===== config.mk =====
export PLATFORM = sky130hd
export DESIGN_NAME = link_setup_handshake
export DESIGN_NICKNAME = d
export VERILOG_FILES = /design/src/rtl/lsh_pkg.sv /design/src/rtl/lsh_ctrl.sv /design/src/rtl/lsh_tx_seq.sv /design/src/rtl/link_setup_handshake.sv
export SDC_FILE = /design/constraint.sdc
export NUM_CORES = 1
export LEC_CHECK = 0
export CORE_ASPECT_RATIO = 0.5
export CORE_MARGIN = 5
export CORE_UTILIZATION = 60
export CTS_BUF_LIST = sky130_fd_sc_hd__clkbuf_4
export DETAILED_ROUTE_END_ITERATION = 10
export DONT_BUFFER_PORTS = 1
export GPL_TIMING_DRIVEN = 0
export MAX_ROUTING_LAYER = met4
export PLACE_DENSITY = 0.78
export SKIP_CTS_REPAIR_TIMING = 1
export SYNTH_ARGS = -nofsm -noshare
export SYNTH_HDL_FRONTEND = slang
export SYNTH_SLANG_ARGS = --single-unit

===== constraint.sdc =====
create_clock -name clk -period 6.5 [get_ports clk]
set_input_delay 0 -clock clk [delete_from_list [all_inputs] [get_ports clk]]
set_output_delay 0 -clock clk [all_outputs]
set_load 0.03 [all_outputs]

===== src/rtl/lsh_pkg.sv =====
// ----------------------------------------------------------------------------
// lsh_pkg
// Shared types and constants for the SET/UA link setup block.
// ----------------------------------------------------------------------------
`default_nettype none

package lsh_pkg;

  // frame bytes
  localparam logic [7:0] FLAG_BYTE = 8'h7E;
  localparam logic [7:0] ADDR_SET  = 8'h03;
  localparam logic [7:0] CTRL_SET  = 8'h03;
  localparam logic [7:0] ADDR_UA   = 8'h01;
  localparam logic [7:0] CTRL_UA   = 8'h07;

  // bytes in one supervisory frame
  localparam logic [2:0] FRAME_LEN = 3'd5;

  // register reset values
  localparam logic [15:0] TIMEOUT_RST = 16'd3;
  localparam logic [3:0]  RETRY_RST   = 4'd3;
  localparam logic [7:0]  LEN_RST     = 8'd255;

  // request commands
  typedef enum logic [1:0] {
    CMD_START = 2'd0,
    CMD_BYTE  = 2'd1,
    CMD_TICK  = 2'd2
  } cmd_t;

  // status codes
  typedef enum logic [1:0] {
    ST_NONE     = 2'd0,
    ST_OK       = 2'd1,
    ST_ERR      = 2'd2,
    ST_GAVE_UP  = 2'd3
  } status_t;

  // result kinds
  localparam logic KIND_BYTE   = 1'b0;
  localparam logic KIND_STATUS = 1'b1;

  // link modes
  localparam logic MODE_TX = 1'b0;

  // register indexes
  typedef enum logic [1:0] {
    REG_MODE    = 2'd0,
    REG_TIMEOUT = 2'd1,
    REG_RETRY   = 2'd2,
    REG_LEN     = 2'd3
  } reg_idx_t;

  // link phases
  typedef enum logic [1:0] {
    PH_IDLE    = 2'd0,
    PH_TX_WAIT = 2'd1,
    PH_RX_WAIT = 2'd2
  } phase_t;

  // configuration seen by the controller
  typedef struct packed {
    logic        link_mode;
    logic [15:0] timeout_ticks;
    logic [3:0]  retry_limit;
    logic [7:0]  frame_length_limit;
  } cfg_t;

  // result run produced by one request
  typedef struct packed {
    logic    has_status;
    status_t status;
    logic    has_frame;
    logic    frame_ua;
  } run_t;

endpackage

`default_nettype wire


===== src/rtl/lsh_ctrl.sv =====
// ----------------------------------------------------------------------------
// lsh_ctrl
// Link phase, frame gatherer, retry timer; builds the result run per request.
// ----------------------------------------------------------------------------
`default_nettype none

module lsh_ctrl (
  input  wire               clk,
  input  wire               rst,
  input  wire               fire,
  input  wire  [1:0]        cmd,
  input  wire  [7:0]        rx_byte,
  input  lsh_pkg::cfg_t     cfg,
  output logic              run_valid,
  output lsh_pkg::run_t     run
);
  import lsh_pkg::*;

  phase_t      phase, phase_next;
  logic [7:0]  byte_count, byte_count_next;
  logic [7:0]  previous_byte, previous_byte_next;
  logic [7:0]  address_byte, address_byte_next;
  logic [7:0]  control_byte, control_byte_next;
  logic [7:0]  check_byte, check_byte_next;
  logic [3:0]  retry_count, retry_count_next;
  logic [15:0] ticks_left, ticks_left_next;

  logic        in_frame;
  logic        closes;
  logic        check_ok;
  logic        expired;
  logic        give_up;

  // frame gatherer decisions
  always_comb begin
    in_frame = (phase == PH_TX_WAIT) || (phase == PH_RX_WAIT);
    closes   = ((byte_count > 8'd1) && (previous_byte != FLAG_BYTE) && (rx_byte == FLAG_BYTE))
               || (byte_count == cfg.frame_length_limit);
    expired  = (ticks_left <= 16'd1);
    give_up  = retry_count >= cfg.retry_limit;
  end

  // header bytes as they stand after this byte
  always_comb begin
    address_byte_next = address_byte;
    control_byte_next = control_byte;
    check_byte_next   = check_byte;
    if (byte_count == 8'd1) begin
      address_byte_next = rx_byte;
    end else if (byte_count == 8'd2) begin
      control_byte_next = rx_byte;
    end else if (byte_count == 8'd3) begin
      check_byte_next = rx_byte;
    end
    check_ok = (address_byte_next ^ control_byte_next) == check_byte_next;
  end

  // next state
  always_comb begin
    phase_next         = phase;
    byte_count_next    = byte_count;
    previous_byte_next = previous_byte;
    retry_count_next   = retry_count;
    ticks_left_next    = ticks_left;
    case (cmd)
      CMD_START: begin
        byte_count_next    = '0;
        previous_byte_next = '0;
        retry_count_next   = '0;
        if (cfg.link_mode == MODE_TX) begin
          ticks_left_next = cfg.timeout_ticks;
          phase_next      = PH_TX_WAIT;
        end else begin
          ticks_left_next = '0;
          phase_next      = PH_RX_WAIT;
        end
      end
      CMD_BYTE: begin
        if (in_frame) begin
          previous_byte_next = rx_byte;
          byte_count_next    = byte_count + 8'd1;
          if (closes) begin
            byte_count_next    = '0;
            previous_byte_next = '0;
            ticks_left_next    = '0;
            phase_next         = PH_IDLE;
          end
        end
      end
      CMD_TICK: begin
        if (phase == PH_TX_WAIT) begin
          if (!expired) begin
            ticks_left_next = ticks_left - 16'd1;
          end else if (give_up) begin
            ticks_left_next = '0;
            phase_next      = PH_IDLE;
          end else begin
            ticks_left_next  = cfg.timeout_ticks;
            retry_count_next = retry_count + 4'd1;
          end
        end
      end
      default: ;
    endcase
  end

  // result run for this request
  always_comb begin
    run       = '{has_status: 1'b0, status: ST_NONE, has_frame: 1'b0, frame_ua: 1'b0};
    case (cmd)
      CMD_START: begin
        run.has_frame = cfg.link_mode == MODE_TX;
      end
      CMD_BYTE: begin
        if (in_frame && closes) begin
          run.has_status = 1'b1;
          run.status     = check_ok ? ST_OK : ST_ERR;
          run.has_frame  = phase == PH_RX_WAIT;
          run.frame_ua   = 1'b1;
        end
      end
      CMD_TICK: begin
        if ((phase == PH_TX_WAIT) && expired) begin
          run.has_status = give_up;
          run.status     = ST_GAVE_UP;
          run.has_frame  = !give_up;
        end
      end
      default: ;
    endcase
    run_valid = run.has_status || run.has_frame;
  end

  // state registers
  always_ff @(posedge clk) begin
    if (rst) begin
      phase         <= PH_IDLE;
      byte_count    <= '0;
      previous_byte <= '0;
      address_byte  <= '0;
      control_byte  <= '0;
      check_byte    <= '0;
      retry_count   <= '0;
      ticks_left    <= '0;
    end else if (fire) begin
      phase         <= phase_next;
      byte_count    <= byte_count_next;
      previous_byte <= previous_byte_next;
      retry_count   <= retry_count_next;
      ticks_left    <= ticks_left_next;
      // header registers clear on start and on frame close
      if ((cmd == CMD_START) || ((cmd == CMD_BYTE) && in_frame && closes)) begin
        address_byte <= '0;
        control_byte <= '0;
        check_byte   <= '0;
      end else if ((cmd == CMD_BYTE) && in_frame) begin
        address_byte <= address_byte_next;
        control_byte <= control_byte_next;
        check_byte   <= check_byte_next;
      end
    end
  end

endmodule

`default_nettype wire


===== src/rtl/lsh_tx_seq.sv =====
// ----------------------------------------------------------------------------
// lsh_tx_seq
// Holds one result run and hands its results out one per cycle while they are taken.
// ----------------------------------------------------------------------------
`default_nettype none

module lsh_tx_seq (
  input  wire               clk,
  input  wire               rst,
  input  wire               load,
  input  lsh_pkg::run_t     run_in,
  output logic              busy,
  output logic              last,
  input  wire               take,
  output logic              result_kind,
  output logic [7:0]        tx_byte,
  output logic [1:0]        status_code
);
  import lsh_pkg::*;

  run_t       run;
  logic [2:0] idx;
  logic [2:0] total;
  logic [2:0] frame_pos;
  logic [7:0] addr;
  logic [7:0] ctrl;
  logic       at_status;

  // position within the run
  always_comb begin
    total     = (run.has_frame ? FRAME_LEN : 3'd0) + {2'd0, run.has_status};
    last      = idx == (total - 3'd1);
    at_status = run.has_status && (idx == 3'd0);
    frame_pos = idx - {2'd0, run.has_status};
    addr      = run.frame_ua ? ADDR_UA : ADDR_SET;
    ctrl      = run.frame_ua ? CTRL_UA : CTRL_SET;
  end

  // result fields
  always_comb begin
    result_kind = KIND_BYTE;
    status_code = ST_NONE;
    tx_byte     = '0;
    if (at_status) begin
      result_kind = KIND_STATUS;
      status_code = run.status;
    end else begin
      case (frame_pos)
        3'd1:    tx_byte = addr;
        3'd2:    tx_byte = ctrl;
        3'd3:    tx_byte = addr ^ ctrl;
        default: tx_byte = FLAG_BYTE;
      endcase
    end
  end

  // run register and index
  always_ff @(posedge clk) begin
    if (rst) begin
      busy <= 1'b0;
      idx  <= '0;
    end else begin
      if (take) begin
        if (last) begin
          busy <= 1'b0;
        end else begin
          idx <= idx + 3'd1;
        end
      end
      if (load) begin
        busy <= 1'b1;
        idx  <= '0;
      end
    end
  end

  always_ff @(posedge clk) begin
    if (load) begin
      run <= run_in;
    end
  end

endmodule

`default_nettype wire


===== src/rtl/link_setup_handshake.sv =====
// ----------------------------------------------------------------------------
// link_setup_handshake
// One side of a SET/UA link setup: sends SET with timed resends, gathers
// received frames, checks the header and, as receiver, answers each frame with UA.
// ----------------------------------------------------------------------------
// latency: the first result of a request is shown the cycle after it is taken
// throughput: one request per cycle while no results are pending; a request
//   with n results (up to six) is followed by those n results, and the next
//   request is taken in the cycle the last of them is taken
// reset: synchronous rst returns registers to 0/3/3/255 and the link to idle
`default_nettype none

module link_setup_handshake (
  input  wire         clk,
  input  wire         rst,
  // configuration port
  input  wire         psel,
  input  wire         penable,
  input  wire         pwrite,
  input  wire  [3:0]  paddr,
  input  wire  [31:0] pwdata,
  output logic [31:0] prdata,
  output logic        pready,
  // request channel
  input  wire         in_valid,
  output logic        in_ready,
  input  wire  [1:0]  cmd,
  input  wire  [7:0]  rx_byte,
  // result channel
  output logic        out_valid,
  input  wire         out_ready,
  output logic        result_kind,
  output logic [7:0]  tx_byte,
  output logic [1:0]  status_code,
  output logic        last_of_run
);
  import lsh_pkg::*;

  cfg_t     cfg;
  reg_idx_t reg_sel;
  logic     cfg_write;
  logic     in_fire;
  logic     out_fire;
  logic     run_valid;
  run_t     run;
  logic     busy;
  logic     last;

  // register file
  always_comb begin
    reg_sel   = reg_idx_t'(paddr[3:2]);
    cfg_write = psel && penable && pwrite;
    pready    = 1'b1;
    case (reg_sel)
      REG_MODE:    prdata = {31'd0, cfg.link_mode};
      REG_TIMEOUT: prdata = {16'd0, cfg.timeout_ticks};
      REG_RETRY:   prdata = {28'd0, cfg.retry_limit};
      REG_LEN:     prdata = {24'd0, cfg.frame_length_limit};
      default:     prdata = '0;
    endcase
  end

  always_ff @(posedge clk) begin
    if (rst) begin
      cfg.link_mode          <= MODE_TX;
      cfg.timeout_ticks      <= TIMEOUT_RST;
      cfg.retry_limit        <= RETRY_RST;
      cfg.frame_length_limit <= LEN_RST;
    end else if (cfg_write) begin
      case (reg_sel)
        REG_MODE:    cfg.link_mode          <= pwdata[0];
        REG_TIMEOUT: cfg.timeout_ticks      <= pwdata[15:0];
        REG_RETRY:   cfg.retry_limit        <= pwdata[3:0];
        REG_LEN:     cfg.frame_length_limit <= pwdata[7:0];
        default: ;
      endcase
    end
  end

  // handshakes
  always_comb begin
    out_valid   = busy;
    last_of_run = last;
    out_fire    = out_valid && out_ready;
    in_ready    = !busy || (out_ready && last);
    in_fire     = in_valid && in_ready;
  end

  // protocol control
  lsh_ctrl u_ctrl (
    .clk       (clk),
    .rst       (rst),
    .fire      (in_fire),
    .cmd       (cmd),
    .rx_byte   (rx_byte),
    .cfg       (cfg),
    .run_valid (run_valid),
    .run       (run)
  );

  // result sequencer
  lsh_tx_seq u_seq (
    .clk         (clk),
    .rst         (rst),
    .load        (in_fire && run_valid),
    .run_in      (run),
    .busy        (busy),
    .last        (last),
    .take        (out_fire),
    .result_kind (result_kind),
    .tx_byte     (tx_byte),
    .status_code (status_code)
  );

endmodule

`default_nettype wire


==> results.txt <==
Drt first pass iters = 5
Critical path's most frequent cell = nor2_1
Ys Warns = 0
Seq cells post-synth = 100
DP HPWL = 11600 um
Worst path required time = 6.90 ns
EDFF count, synth = 5
Critical R2R Launch = u_seq.run[4]
Ratio of cells with drive above 1 in the final layout = 5.08%
Worst Setup Start Kind = flop
Nature of the critical path endpoint = flop
Clock share of power = 26.5%
Grt total ovfl = 0
Hold crit path type = in2reg
Clock sink count = 100
Critical Path Source = u_seq.run[4]
Detail Route Antenna Nets = 0
Final Cycle Share = 62.2%
Placement Rows = 26
Root Buffer = clkbuf_4
Failing checks = hold timing
Arr. time, crit path = 4.44 ns
Max VDD drop = 0.0830 mV
Internal = 852 uW
CP Cell Sequence = inv_1, ha_1, xnor2_1, o41ai_2, nand2_1, nor2_1, nand3b_1, o21ai_1, a22oi_1, nor2_1
CP endpoint = u_ctrl.control_byte[7]
Htree depth = 3
DRC viols = 0
Async SR Flop Fraction = 0%
Port-buffer cells = 0
Crit Path Max Fanout = 8
Comb pwr share = 21.6%
Max-cap check violation count = 0
Cell variety after synth = 60
Max-slew headroom = 34.5%
Post-Synthesis Cells = 779
Sequential share of power = 51.9%
Final Hold Fails = 3
Initial antenna violation count = 0
Initial core utilization = 60.9%
Final Slew Violations = 0
Reg2Reg Depth = 10
DR vias/cell = 6.02
RR Endpoint = u_ctrl.control_byte[7]
Largest area contributor in the netlist = dfxtp_1
Die width = 153 um
WL/cell = 16.6 um
Count leader, synth = dfxtp_1
First-pass GRT wire length = 25300 um
Clock slew at reported path FFs = 0.14 ns
Final instance area = 6860 um2
Via count of the first global-routing pass = 5203
Nets = 917
Area contributors post-synth = dfxtp_1, nor2_1, nand2_1
Die H = 81.5 um
GPL Wtd Cong = 0.889
CP top delay family = compound AO/OA/AOI/OAI gates
Met3 Wirelength = 1120 um
Top cells by count, synth = dfxtp_1, nor2_1, nand2_1
Fin crit period = 4.04 ns
Met2 wire len = 7900 um
I/O pins = 100
Crit-path slowest cell = o41ai_2
Largest net degree at the start of global routing = 16
Static leakage = 0.00257 uW
Yosys top cell area share = 31.0%
DR vias = 5939
Mapped cell area = 6140 um2
RSZ-0062 raised after global routing = false
Switching Power = 391 uW
Setup TNS = 0 ns
Worst Clk Skew = 0.0153 ns
Routed wire length = 16400 um
Seq/Total Area, Yosys = 33.4%
Worst-Margin Slew = 0.975 ns
Layout fillers = 833
Core area = 10100 um2
Final Setup Violations = 0
Crit path kind = reg2reg
Most used DFF post-synth = dfxtp_1
Slowest Stage Delay on Critical Path = 0.89 ns
Power Density = 181 nW/um2
Area grow syn2layout = 11.8%
Total GRT Usage = 25.6%
Number of DRC markers in iteration 0 = 469
Switching share of power = 31.4%
Critical path depth in cells = 10
Top Layer Used = met4
Synthesized area per cell = 7.88 um2
Wl on met1 = 7060 um
Placed Area = 6370 um2
TritonCTS buffer count = 9
Buffer levels on the longest clock path = 2
Fmax achieved = 247 MHz
Hold Worst Slack = -0.0223 ns
WP buf/inv = 1
Clk_lat worst skew = 0.47 ns
Reg2Reg Setup Slack = 2.46 ns
Die footprint = 12500 um2
TritonCTS clock tree = yes
Status = finished, violations left
## per-stage QoR
stage / total power (uW) / setup WS (ns) / cells / util [%]
after floorplan: 851 / 3.31 / 795 / -
after global placement: 897 / 2.60 / 935 / 63.2
after detailed placement: 902 / 2.56 / 935 / 63.2
after CTS: 1220 / 2.54 / 951 / 64.5
after global routing: 1300 / 2.29 / 986 / 68.0
final: 1240 / 2.46 / 987 / 68.0
## placed cells by master, fill, tap and decap left out, types with 9 or more instances in the layout
cell           synthesis  final
mux2i_1               16     16
conb_1                 2     18
nand2_1               87     87
buf_4                 21     21
a22oi_1               25     25
nor2b_1                9      9
nor2_1                93     93
xor2_1                22     22
clkbuf_4               0     11
or3_1                  9      9
clkbuf_1              43     43
and2_1                19     19
a21oi_1               40     40
ha_1                  23     23
nand4_1               12     12
a211oi_1              19     19
dlygate4sd3_1          0     35
nor3_1                28     28
a221oi_1               9      9
o21ai_0               25     25
xnor2_1               20     20
dfxtp_1               95     95
nand3_1               24     24
inv_1                 25     25
nand3b_1              11     11
## state kept, by name, summed over array words and instances (netlist names)
register	flops
u_ctrl.phase	2
u_ctrl.retry_count	4
u_seq.run	5
u_ctrl.previous_byte	8
u_ctrl.address_byte	8
u_ctrl.byte_count	8
cfg	29
u_ctrl.ticks_left	16
u_ctrl.control_byte	8
u_ctrl.check_byte	8
u_seq.idx	3
u_seq.busy	1
## cells by family (layout without fill, tap and decap cells)
group | Yosys count | after routing | share of synthesized area (%)
AOI/OAI and AO/OA | 160 | 160 | 17.9
xor gates and xnor gates | 42 | 42 | 5.99
adders and majority gates | 23 | 23 | 4.69
buffers and inverters | 95 | 146 | 7.25
DFF | 100 | 100 | 33.4
muxes | 17 | 17 | 2.98
other | 2 | 19 | 0.122
and+or+nand+nor | 340 | 340 | 27.6
## power groups by stage
stage	Clock (uW)	Combinational (uW)	Sequential (uW)
2_1_floorplan	0	196	655
3_3_place_gp	0	239	658
3_5_place_dp	0	243	659
4_1_cts	332	244	645
5_1_grt	361	293	648
6_report	329	268	646
## worst min-delay path by stage
stage          startpoint                     to  slack, ns  cells after the start
2_1_floorplan   pwdata[0]                cfg[12]       0.12                      2
3_3_place_gp    pwdata[4]                 cfg[4]       0.13                      2
3_5_place_dp    pwdata[0]                cfg[12]       0.13                      2
4_1_cts        pwdata[11]                cfg[23]      -0.37                      2
5_1_grt          in_valid  u_ctrl.retry_count[1]      0.009                      4
6_report         in_valid  u_ctrl.retry_count[3]      -0.02                      4
## cell type report
type | count | area, um2 | share of cell area, %
Tap cell | 140 | 175 | 2.55
Antenna cell | 1 | 2.50 | 0.0365
Inverter | 25 | 93.8 | 1.37
Clock inverter | 5 | 51.3 | 0.748
Timing Repair Buffer | 35 | 350 | 5.11
Multi-Input combinational cell | 600 | 3700 | 54.0
Buffer | 70 | 352 | 5.12
Clock buffer | 11 | 82.6 | 1.20
Sequential cell | 100 | 2050 | 29.9
## layer usage
metal  up-vias  GRT usage (%)
li1       2856              -
met3        35           5.58
met4         0           7.38
met5         -              -
met2       238           43.7
met1      2810           31.1
## worst reg2reg max path: stages, from the launching register on
cell and delay (ns):
edfxtp_1 0.48, inv_1 0.09, ha_1 0.23, xnor2_1 0.16, o41ai_2 0.89, nand2_1 0.34
nor2_1 0.45, nand3b_1 0.33, o21ai_1 0.71, a22oi_1 0.20, nor2_1 0.12
Power figures use the tool's default switching activity.
